==> config.mk <==
export PLATFORM = sky130hd
export DESIGN_NAME = mvp_ram
export DESIGN_NICKNAME = d
export VERILOG_FILES = /design/src/mvp_ram.sv
export SDC_FILE = /design/constraint.sdc
export NUM_CORES = 1
export LEC_CHECK = 0
export BUFFER_PORTS_ARGS = -buffer_cell sky130_fd_sc_hd__buf_2
export CAP_MARGIN = 40
export CORE_MARGIN = 5
export CORE_UTILIZATION = 25
export CTS_CLUSTER_SIZE = 25
export DETAILED_ROUTE_END_ITERATION = 16
export HOLD_SLACK_MARGIN = 0.05
export PLACE_DENSITY = 0.43
export RECOVER_POWER = 50
export SETUP_SLACK_MARGIN = 0.05
export SLEW_MARGIN = 10
export SYNTH_ARGS = -nofsm -noshare
export SYNTH_HDL_FRONTEND = slang
export SYNTH_SLANG_ARGS = --single-unit
==> constraint.sdc <==
create_clock -name clock -period 2.7 [get_ports clock]
set_input_delay 0.675 -clock clock [delete_from_list [all_inputs] [get_ports clock]]
set_output_delay 0.675 -clock clock [all_outputs]
set_load 0.1 [all_outputs]
==> src/mvp_ram.sv <==
// Generic single-write, single-read RAM with registered read data.
module mvp_ram #(
   parameter int WIDTH = 16,
   parameter int DEPTH = 64
) (
   input  logic                     clock,
   input  logic                     wr_en,
   input  logic [$clog2(DEPTH)-1:0] wr_addr,
   input  logic [WIDTH-1:0]         wr_data,
   input  logic [$clog2(DEPTH)-1:0] rd_addr,
   output logic [WIDTH-1:0]         rd_data
);

   logic [WIDTH-1:0] mem [DEPTH];
   logic [WIDTH-1:0] rd_data_ff;

   always_ff @(posedge clock) begin
      if (wr_en) begin
         mem[wr_addr] <= wr_data;
      end
      rd_data_ff <= mem[rd_addr];
   end

   assign rd_data = rd_data_ff;

endmodule

==> flow_summary.ini <==
[status]
run_status = complete, but fails checks
violations = capacitance limit, slew limit

[power]
p_per_area_nw_per_um2 = 727
power_leakage_nw = 15.1
p_sw_mw = 7.73
sw_frac_of_total = 0.222
internal_power_mw = 27.1
clkPwrFrac = 0.424
power.total_mw = 34.9
vdd_ir_drop_max_uv = 470
power_frac_comb = 0.061
seq_power_share = 0.515

[global_route]
grt_pass1_vias = 20480
antenna_found_initial = 19
grt_pass1_wl_mm = 155
grt_overflow_total = 0
grtUsageTotal = 0.128
grt_max_degree = 65

[logic_synthesis]
yosysUniqueCellTypes = 43
synth_top_area_share = 0.768
netlist_area_um2 = 40000
ys_ff_latch = 1040
synth_most_common_cell = edfxtp_1
avgSynthCellArea_um2 = 21.9
async_flop_share = 0
post-synth-top-area-cell = edfxtp_1
synth_common_cells = 1,024 x edfxtp_1, 220 x mux4_2, 85 x mux2i_1
syn_nets = 1859
synth_warnings = 0
yosysSeqAreaShare = 0.776
syn_inst = 1829
synth_flop_cell = edfxtp_1
synth-edff-count = 1024
synth_area_leaders = edfxtp_1 77%, mux4_2 12%, mux2i_1 2.1%, dfxtp_1 0.80%, mux2_2 0.76%

[timing]
worst_pin_slew_ns = 1.83
fin_crit_sh = 0.927
slew_headroom = -0.222
setup_tns_ns = 0
rsz0062_at_grt = false
fin_skew_ns = 0.0217
drv_slew = 410
clock.fmax_ghz = 0.399
layout_min_cycle_time_ns = 2.50
setup_violations = 0
hold_viol_final = 0

[clock_network]
ctsHoldBuffers = 0
cts.sinks = 1040
clk_pin_slew_ns = 0.06
cts_tree = done
root_buffer = clkbuf_16
clk_latency_ns = 0.72
post_cts.repair.setup_buffers = 0
cts_inserted_buffers = 110
clockBufferDepth = 3
cts_resized = 0
h-tree-depth = 3

[floorplanning]
ios = 46
initial_core_util = 0.252
dieArea_um2 = 168000
dieWidth_um = 410
fp.dieH_um = 410
num_rows = 146
core_area_um2 = 159000

[drt]
routed_wirelength_mm = 110
drt_iter0_drc = 1744
drc_errors = 0
viasPerCell = 4.56
vias = 19594
ant_nets = 0
drtPass1Iterations = 5
post_drt_wl_per_cell_um = 25.6

[worst_setup_path]
critPathMaxFanout = 16
crit_top_cell = clkbuf_1
crit_chain = clkbuf_1 > nand4_1 > buf_4 > nor2_1 > clkbuf_1
crit_arrival_ns = 2.82
critPathMaxStageDelay_ns = 1.03
crit_slowest_cell = clkbuf_1
critical_path.endpoint_type = flop
critPathRequiredTime_ns = 3.02
worstSetupPathType = in2reg
critPathLaunchType = input pin

[placement]
dpl-instance-area_um2 = 44700
dp.cells = 4091
io_buffers = 45
place_congestion = 0.752
dpl.hpwl_mm = 70.6

[finish]
fin_area_um2 = 48000
synthToLayoutAreaGrowth_pct = 19.8
drive_gt1_frac = 0.306
nets = 2161
instances_no_fill = 4293

[hold_path]
hold_class = in2reg

[job]
max_cap_viol_count = 9
[worst paths after layout]
kind / start / to / slack [ns] / cells after the start
setup / recovery: wr_addr[1] / mem[15][11] / 0.20 / 5
hold / removal: rd_addr[3] / rd_data[13] / 0.73 / 5
setup reg to reg: mem[11][0] / rd_data[0] / 0.75 / 6
hold reg to reg: mem[27][10] / rd_data[10] / 0.86 / 4
[stage by stage]
stage / worst slack [ns] / utilization / hold WS (ns)
5_1_grt: 0.148 / 0.302 / 0.728
2_1_floorplan: 0.0672 / - / 0.750
6_report: 0.196 / 0.302 / 0.729
4_1_cts: 0.221 / 0.303 / 0.401
3_3_place_gp: -0.327 / 0.281 / 0.845
3_5_place_dp: -0.314 / 0.281 / 0.863
[critical path, delay by kind of cell]
family / cells / cell delay, ns
buffers and inverters: 3 / 1.84
and+or+nand+nor: 2 / 0.27
[registers in the layout, summed over array words and instances, names as in the netlist]
name,count
mem,1024
rd_data,16
[cell families after synthesis]
logic type / synth area share
flops: 0.776
mux: 0.155
simple gates: 0.0265
compound gates: 0.0241
buf+inv: 0.0183
[cell usage in the layout, fill, tap and decap left out, types with 16 or more instances in the layout]
cell	netlist	final
clkbuf_16	0	111
clkinv_1	0	20
mux2i_1	85	85
nand3_1	24	24
a221oi_1	16	16
buf_4	13	181
nor2_1	72	72
a21oi_1	17	17
dfxtp_1	16	16
buf_2	36	30
a22oi_1	39	39
clkbuf_1	24	50
buf_12	5	41
clkinv_2	0	20
mux2_2	27	27
edfxtp_1	1024	1024
nor2b_1	30	30
mux4_2	220	220
nand2_1	59	59
[power by group through the flow]
stage	Sequential, mW	Combinational, mW	Clock (mW)
final	18.0	2.13	14.8
after global routing	18.0	2.26	15.8
after CTS	17.9	2.22	15.2
after detailed placement	18.3	2.22	0
after global placement	18.3	2.19	0
after floorplan	18.5	0.926	0
[final cells by class]
type / instances / area, um^2
clock inverter: 61 / 583
timing repair buffer: 294 / 2530
sequential: 1040 / 31100
clock buffer: 138 / 2920
multi-input combinational: 685 / 8250
antenna: 3 / 7.51
tap: 2072 / 2590
fill: 15405 / 111000
[metal layers]
layer | routed length (um) | track usage | share of wire | up-vias
met3 | 6160 | 0.0246 | 0.056 | 146
met4 | 2700 | 0.0346 | 0.025 | 6
li1 | - | - | - | 8308
met5 | 34 | 0 | 0.00031 | -
met1 | 48600 | 0.176 | 0.44 | 10608
met2 | 52200 | 0.209 | 0.48 | 526
(Power assumes the default switching activity.)
