`src/mvp_pkg.sv`:
```
// Shared constants and types for the matrix-vector projection block.
package mvp_pkg;

   localparam int HIDDEN_MAX = 64;
   localparam int QUERY_MAX  = 16;

   localparam int HL_W   = 7;
   localparam int QL_W   = 5;
   localparam int COL_W  = $clog2(HIDDEN_MAX);
   localparam int ROW_W  = $clog2(QUERY_MAX);
   localparam int COEF_DEPTH = QUERY_MAX * HIDDEN_MAX;
   localparam int SAMPLE_W = 16;
   localparam int ACC_W  = 40;
   localparam int NUM_W  = 48;

   localparam int PADDR_W = 4;

   // register indexes on the csr port
   localparam logic [1:0] REG_HIDDEN_LENGTH  = 2'd0;
   localparam logic [1:0] REG_QUERY_LENGTH   = 2'd1;
   localparam logic [1:0] REG_NORMALIZE_MODE = 2'd2;

   localparam logic KIND_COEF   = 1'b0;
   localparam logic KIND_HIDDEN = 1'b1;

   typedef enum logic {
      OP_SQRT,
      OP_DIV
   } rd_op_type;

   typedef struct packed {
      logic      start;
      rd_op_type op;
   } rd_ctl_type;

   typedef struct packed {
      logic done;
      logic busy;
   } rd_stat_type;

endpackage

```
`src/mvp_rootdiv.sv`:
```
// Shared bit-serial unit: 64-bit integer square root or 48/32 unsigned divide.
module mvp_rootdiv (
   input  logic                       clock,
   input  logic                       reset,
   input  mvp_pkg::rd_ctl_type        ctl,
   input  logic [63:0]                operand,
   input  logic [31:0]                divisor,
   output mvp_pkg::rd_stat_type       stat,
   output logic [mvp_pkg::NUM_W-1:0]  result
);

   typedef enum logic [1:0] {
      U_IDLE,
      U_SQRT,
      U_DIV
   } ustate_type;

   ustate_type  state_ff, state_in;
   logic [5:0]  cnt_ff, cnt_in;
   logic [63:0] s_ff, s_in;
   logic [63:0] res_ff, res_in;
   logic [63:0] bit_ff, bit_in;
   logic [31:0] rem_ff, rem_in;
   logic [31:0] den_ff, den_in;
   logic        done_ff, done_in;

   logic [63:0] trial;
   logic [32:0] rem_shift;

   always_comb begin
      state_in = state_ff;
      cnt_in   = cnt_ff;
      s_in     = s_ff;
      res_in   = res_ff;
      bit_in   = bit_ff;
      rem_in   = rem_ff;
      den_in   = den_ff;
      done_in  = 1'b0;
      trial     = res_ff + bit_ff;
      rem_shift = {rem_ff, s_ff[mvp_pkg::NUM_W-1]};

      case (state_ff)
         U_IDLE: begin
            if (ctl.start) begin
               s_in   = operand;
               res_in = '0;
               rem_in = '0;
               den_in = divisor;
               bit_in = 64'd1 << 62;
               if (ctl.op == mvp_pkg::OP_SQRT) begin
                  cnt_in   = 6'd31;
                  state_in = U_SQRT;
               end else begin
                  cnt_in   = 6'(mvp_pkg::NUM_W - 1);
                  state_in = U_DIV;
               end
            end
         end
         U_SQRT: begin
            if (s_ff >= trial) begin
               s_in   = s_ff - trial;
               res_in = (res_ff >> 1) + bit_ff;
            end else begin
               res_in = res_ff >> 1;
            end
            bit_in = bit_ff >> 2;
            cnt_in = cnt_ff - 6'd1;
            if (cnt_ff == '0) begin
               done_in  = 1'b1;
               state_in = U_IDLE;
            end
         end
         U_DIV: begin
            // restoring divide, one quotient bit per cycle into res
            s_in = s_ff << 1;
            if (rem_shift >= {1'b0, den_ff}) begin
               rem_in = 32'(rem_shift - {1'b0, den_ff});
               res_in = {res_ff[62:0], 1'b1};
            end else begin
               rem_in = rem_shift[31:0];
               res_in = {res_ff[62:0], 1'b0};
            end
            cnt_in = cnt_ff - 6'd1;
            if (cnt_ff == '0) begin
               done_in  = 1'b1;
               state_in = U_IDLE;
            end
         end
         default: state_in = U_IDLE;
      endcase
   end

   always_ff @(posedge clock) begin
      if (reset) begin
         state_ff <= U_IDLE;
         done_ff  <= 1'b0;
      end else begin
         state_ff <= state_in;
         done_ff  <= done_in;
      end
      cnt_ff <= cnt_in;
      s_ff   <= s_in;
      res_ff <= res_in;
      bit_ff <= bit_in;
      rem_ff <= rem_in;
      den_ff <= den_in;
   end

   assign stat.done = done_ff;
   assign stat.busy = (state_ff != U_IDLE);
   assign result    = res_ff[mvp_pkg::NUM_W-1:0];

endmodule

```
`config.mk`:
```
export PLATFORM = sky130hd
export DESIGN_NAME = mvp_rootdiv
export DESIGN_NICKNAME = d
export VERILOG_FILES = /design/src/mvp_pkg.sv /design/src/mvp_rootdiv.sv
export SDC_FILE = /design/constraint.sdc
export NUM_CORES = 1
export LEC_CHECK = 0
export BUFFER_PORTS_ARGS = -buffer_cell sky130_fd_sc_hd__buf_2
export CORE_ASPECT_RATIO = 1.75
export CORE_UTILIZATION = 47
export CTS_BUF_LIST = sky130_fd_sc_hd__clkbuf_16
export DETAILED_ROUTE_END_ITERATION = 8
export PLACE_DENSITY = 0.68
export SKIP_LAST_GASP = 1
export SYNTH_ARGS = -nofsm -noshare
export SYNTH_HDL_FRONTEND = slang
export SYNTH_SLANG_ARGS = --single-unit
```
`constraint.sdc`:
```
create_clock -name clock -period 24.1 [get_ports clock]
set_clock_uncertainty 0.15 [all_clocks]
set_input_delay 2.41 -clock clock [delete_from_list [all_inputs] [get_ports clock]]
set_output_delay 2.41 -clock clock [all_outputs]
set_load 0.02 [all_outputs]
```
==> reports/metrics.cfg, run 1 <==
[clocking]
cts-root-buf=clkbuf_16
numCtsBuffers=26
ctsHoldBuffers=0
post_cts_buffers=0
htreeDepth=1
cts_buffer_depth=3
cts.sinks=233
clock_latency_ps=570
cts_tree=done
cts_resized=0
path_clk_slew_ps=70

[yosys]
synth_area_um2=21200
yosys_warnings=0
synth_enable_flop_cells=230
ys.flop_type=edfxtp_1
ys_types=84
synthArstFlopShare=0
synth_seq_area_share=0.329
syn_inst=2478
synth_nets=2747
synth.avg_cell_area_um2=8.54
ys_ff_latch=233

[drt]
dr_total_vias=19100
drc=0
vias_per_cell=6.20
dr.pass1.iters=5
drt-initial-drc-count=1449
routed_wl_um=65700
ant_nets=0
wire_per_inst_um=21.3

[global_routing]
grt_max_degree=80
antenna_found_initial=1
grt_util_all_layers=0.282
grt-ovfl-total=0
grt_pass1_wl_um=102000
grt_pass1_vias=19400

[layout]
finish.net_count=2761
syn_to_final_growth_pct=7.58
drive_above_1_share=0.103
regArea_um2=6970
n_fill_cell=4201
multi_input_area_um2=13000
diodes=0

[die]
die_w_um=162
core.rowCount=102
core_um2=44300
die_y_um=283
die_area_um2=45900
initial_core_util=0.478
ios=150

[place]
hpwl_um=49800
dpl_worst_slack_ps=17070
io_buffers=149
gp_congestion=0.964

[critical_path]
reg2reg_depth=21
r2r_slack_ps=16960
r2r_start=res_ff[0]
critPathMaxFanout=64
r2r-end=s_ff[48]
end_kind=flop
crit_arrival_ps=7160
required_ps=24130
crit_type=flop to flop
start_kind=flop

[power_and_ir_drop]
powerDensity_nw_per_um2=84.9
switching_share=0.432
switchingPower_uw=834
fin_total_pwr_mw=1.93
p_leak_nw=8.84
intPower_mw=1.10
pwr-share-clk=0.211
combinationalPowerShare=0.488
max-vdd-ir-drop_mv=0.0643
p_seq_frac=0.301

[sta]
period_share=0.296
relSlewSlack=0.304
setup_viol=0
tightestPinTransition_ps=1020
fin_crit_ps=7140
timing.fmax_ghz=0.140
layout_setup_ws_ps=16960
final.setup.tns_ps=0
rsz0062_at_grt=false
report.final.hold_viol_count=0
drv_slew=0

[flow_run]
max_cap_viol_count=0

[outcome]
outcome=complete, no violations

[min_path]
holdPathEnd=state_ff[1]
hold_path_class=flop to flop
hp-start=state_ff[1]
hold_depth=2

[cell families after synthesis]
group,after synthesis,synth area share
buf+inv,267,0.0573
fa+ha+maj,169,0.101
mux,19,0.00917
xor+xnor,204,0.0845
compound gates,746,0.232
simple gates,840,0.187
flops,233,0.329
[power by group through the flow]
stage / Clock (mW) / Sequential (mW) / Combinational [mW]
final: 0.409 / 0.581 / 0.943
after global routing: 0.429 / 0.589 / 1.03
after CTS: 0.417 / 0.580 / 0.934
after detailed placement: 0 / 0.587 / 0.929
after global placement: 0 / 0.587 / 0.923
after floorplan: 0 / 0.558 / 0.720
[metrics by stage]
step	instance area, um^2	instances	hold WS, ps	utilization
after floorplan	21200	2478	309	-
after global placement	21900	3036	341	0.495
after detailed placement	21900	3036	369	0.495
after CTS	22800	3083	379	0.514
after global routing	22800	3083	420	0.514
final	22800	3083	382	0.514
[state kept, by name (all words and copies together) (netlist names)]
signal	count
bit_ff	32
cnt_ff	6
den_ff	32
done_ff	1
rem_ff	32
res_ff	64
s_ff	64
state_ff	2
[worst max path at each step]
stage                          end  cells after the start       start  slack, ps
after floorplan            s_ff[0]                     21   res_ff[0]      13890
after global placement    s_ff[60]                     21   res_ff[0]      17140
after detailed placement  s_ff[61]                     21   res_ff[0]      17070
after CTS                 s_ff[48]                     21   res_ff[0]      17010
after global routing      s_ff[48]                     22  res_ff[12]      16580
final                     s_ff[48]                     21   res_ff[0]      16960
[synth_stat cells, types with 34 or more instances]
library cell  number  area [um^2]
a31oi_1           69          432
nor3_1            37          185
a221oi_1          36          315
clkbuf_1         110          413
edfxtp_1         230         6910
a21o_1            44          330
xor2_1           103          902
ha_1             167         2090
nand4_1           59          369
xnor2_1          101          885
buf_4             49          368
o21bai_1          34          255
inv_1             85          319
nand2_1          246          923
and3_1            40          250
o21ai_0          163          816
a21oi_1          173          866
nand3_1           52          260
nor2_1           258          968
and2_1            53          332
[per-layer routing]
metal  vias to the layer above  global-route usage  share of wire
li1                       9150                   -              -
met1                      9141               0.309           0.38
met2                       628               0.532           0.52
met3                       185              0.0262          0.048
met4                         0               0.147          0.051
met5                         -                   0              0
[cells in the final DEF (no fill, tap or decap), drive strengths merged, types with 13 or more instances in the layout]
cell,instances
inv,92
clkinv,13
a211oi,26
buf,165
o21a,15
mux2i,16
nor2,258
and2,53
xor2,103
o31ai,19
a21boi,16
ha,167
edfxtp,230
nand3,52
o21bai,34
a221oi,36
and3,40
a221o,21
nor3,37
a31oi,71
nor2b,25
a21o,44
nand2b,20
xnor2,101
a22oi,14
nand2,246
a21oi,176
nand4,59
clkbuf,26
o211ai,14
o21ai,181
a31o,13
[layout make-up]
type,instances,share of cell area
Clock buffer,26,0.0286
Clock inverter,21,0.00819
Inverter,88,0.0145
Multi-Input combinational cell,1978,0.573
Sequential cell,233,0.306
Tap cell,572,0.0315
Timing Repair Buffer,165,0.0381
[critical path, cell delays in order, from the launching register on]
cell and delay (ps):
edfxtp_1 420, ha_1 240, ha_1 240, a211oi_2 270
o31ai_1 140, a31o_2 290, a211o_1 340, a311o_1 450
a21oi_2 300, nor2_1 80, o32ai_1 500, ha_1 320
nand2_1 100, o21ai_0 300, a221o_1 220, a31oi_1 210
and2_1 220, a221o_1 380, a21o_1 200, buf_4 280
a211oi_4 280, buf_4 730
(Power assumes the default switching activity.)
==> run 2, diff against run 1 <==
==> constraint.sdc (replaced) <==
create_clock -name clock -period 6.89 [get_ports clock]
set_clock_uncertainty 0.15 [all_clocks]
set_input_delay 0.689 -clock clock [delete_from_list [all_inputs] [get_ports clock]]
set_output_delay 0.689 -clock clock [all_outputs]
set_load 0.02 [all_outputs]
==> run 2 against run 1 <==
Core utilization increased by 0.70 points; combinational power increased to 3.6 times the previous value; via count increased by 1.4%; sequential power increased to 3.5 times the previous value; global-route usage increased by 0.62 points; total power increased to 3.6 times the previous value; fmax increased by 9.1%; sequential cell count unchanged; wire length increased by 2.0%; register-to-register slack got worse by 17000 ps; sequential share of layout area decreased by 0.41 points; cell area increased by 1.4%.
==> reports/metrics.cfg, run 2 (synthesis results as in run 1) <==
[layout]
syn_to_final_growth_pct=9.04
final_common_cell=nor2_1
diodes=0
finish.net_count=2788
multi_input_area_um2=13100
reg.largest.list=res_ff: 64 flops, s_ff: 64 flops
layout.cells.non_filler=3110
layout_common_cells=255 x nor2_1, 245 x nand2_1, 230 x edfxtp_1, 173 x a21oi_1, 162 x ha_1
regArea_um2=6970
fin_util=0.521
drive_above_1_share=0.117
n_fill_cell=4178

[global_routing]
grt_max_degree=67
grt_pass1_wl_um=104000
grt_util_all_layers=0.288
grt-ovfl-total=0
grt_pass1_vias=19300
antenna_found_initial=1

[critical_path]
crit_arrival_ps=6710
critPathMaxFanout=26
crit_type=flop to flop
end_kind=flop
r2r_slack_ps=350
r2r-end=res_ff[33]
reg2reg_depth=23
start_kind=flop
r2r_start=res_ff[4]
required_ps=7060

[sta]
fin_crit_ps=6540
timing.fmax_ghz=0.153
timing.hold.ws_ps=136
setup_viol=0
rsz0062_at_grt=false
relSlewSlack=0.0956
final.setup.tns_ps=0
drv_slew=0
period_share=0.949
tightestPinTransition_ps=1350
report.final.hold_viol_count=0

[die]
die_area_um2=45900
die_y_um=283
core_um2=44300
initial_core_util=0.478
die_w_um=162
core.rowCount=102
ios=150

[place]
hpwl_um=50800
dp.cells=3061
gp_congestion=0.958
io_buffers=149

[flow_run]
max_cap_viol_count=0

[drt]
drc=0
drt-initial-drc-count=1557
dr_total_vias=19400
ant_nets=0
dr.pass1.iters=5
routed_wl_um=66900
vias_per_cell=6.23
wire_per_inst_um=21.5

[min_path]
hold_path_class=primary input to flop
hp-start=divisor[6]
holdPathEnd=den_ff[6]
hold_depth=1

[outcome]
outcome=complete, no violations

[power_and_ir_drop]
p_leak_nw=8.99
max-vdd-ir-drop_mv=0.214
powerDensity_nw_per_um2=299

[clocking]
ctsHoldBuffers=0
cts_buffer_depth=3
path_clk_slew_ps=70
clock_latency_ps=580
numCtsBuffers=27
cts_tree=done
cts-root-buf=clkbuf_16
cts.sinks=233
htreeDepth=1

[run 2: repair_timing]
item                                    in CTS  in global routing
endpoints found under the setup margin       0                 70
hold endpoints to repair                     0                  0
setup buffers                                0                  1
resized for setup                            0                  2
[run 2: stage by stage]
stage	instance area [um^2]	power (mW)	setup WS, ps
2_1_floorplan	21200	4.48	22.4
3_3_place_gp	22200	5.36	234
3_5_place_dp	22200	5.37	87.9
4_1_cts	23100	6.88	11.3
5_1_grt	23100	7.30	11.1
6_report	23100	6.90	348
[run 2: cell type report]
class,instances,share of cell area
clock buffers,27,0.0293
flip-flops and latches,233,0.302
inverters,88,0.0143
clock inverters,21,0.00863
multi-input cells,1978,0.567
well taps,572,0.0310
repair buffers,191,0.0476
[run 2: per-layer routing]
| metal | GRT usage | routed length (um) | vias to the layer above |
|---|---|---|---|
| met1 | 0.317 | 25400 | 9280 |
| met2 | 0.534 | 34400 | 679 |
| li1 | - | - | 9226 |
| met3 | 0.0340 | 3490 | 179 |
| met4 | 0.156 | 3640 | 2 |
| met5 | 0 | 10 | - |
[run 2: how the worst max path moves through the flow]
stage,start,end,slack [ps],cells after the start
CTS,res_ff[2],s_ff[53],10,20
finish,res_ff[4],res_ff[33],350,23
floorplan,res_ff[10],s_ff[0],20,20
global placement,res_ff[2],s_ff[60],230,20
detailed placement,res_ff[2],s_ff[61],90,20
global route,res_ff[14],res_ff[33],10,23
[run 2: power by group]
part	switching, mW	internal, mW
sequential	0.206	1.81
clock	0.652	0.832
combinational	2.11	1.28
[run 2: worst max-delay path, stage by stage, from the launching register on]
cell       delay, ps
edfxtp_1         520
ha_1             410
a21oi_2          190
nor2_1            70
o2111ai_1        280
and3_1           310
o31ai_2           90
a311o_1          330
a221o_1          390
nor2b_1          200
a21oi_1          200
xor2_1           230
ha_1             350
a21oi_1          190
o21ai_0          130
a2111oi_1        550
nor2_1           120
o31ai_1          320
o41a_1           280
a21o_2           290
buf_12           230
nor2_1            80
xor2_1           160
a22o_1           190
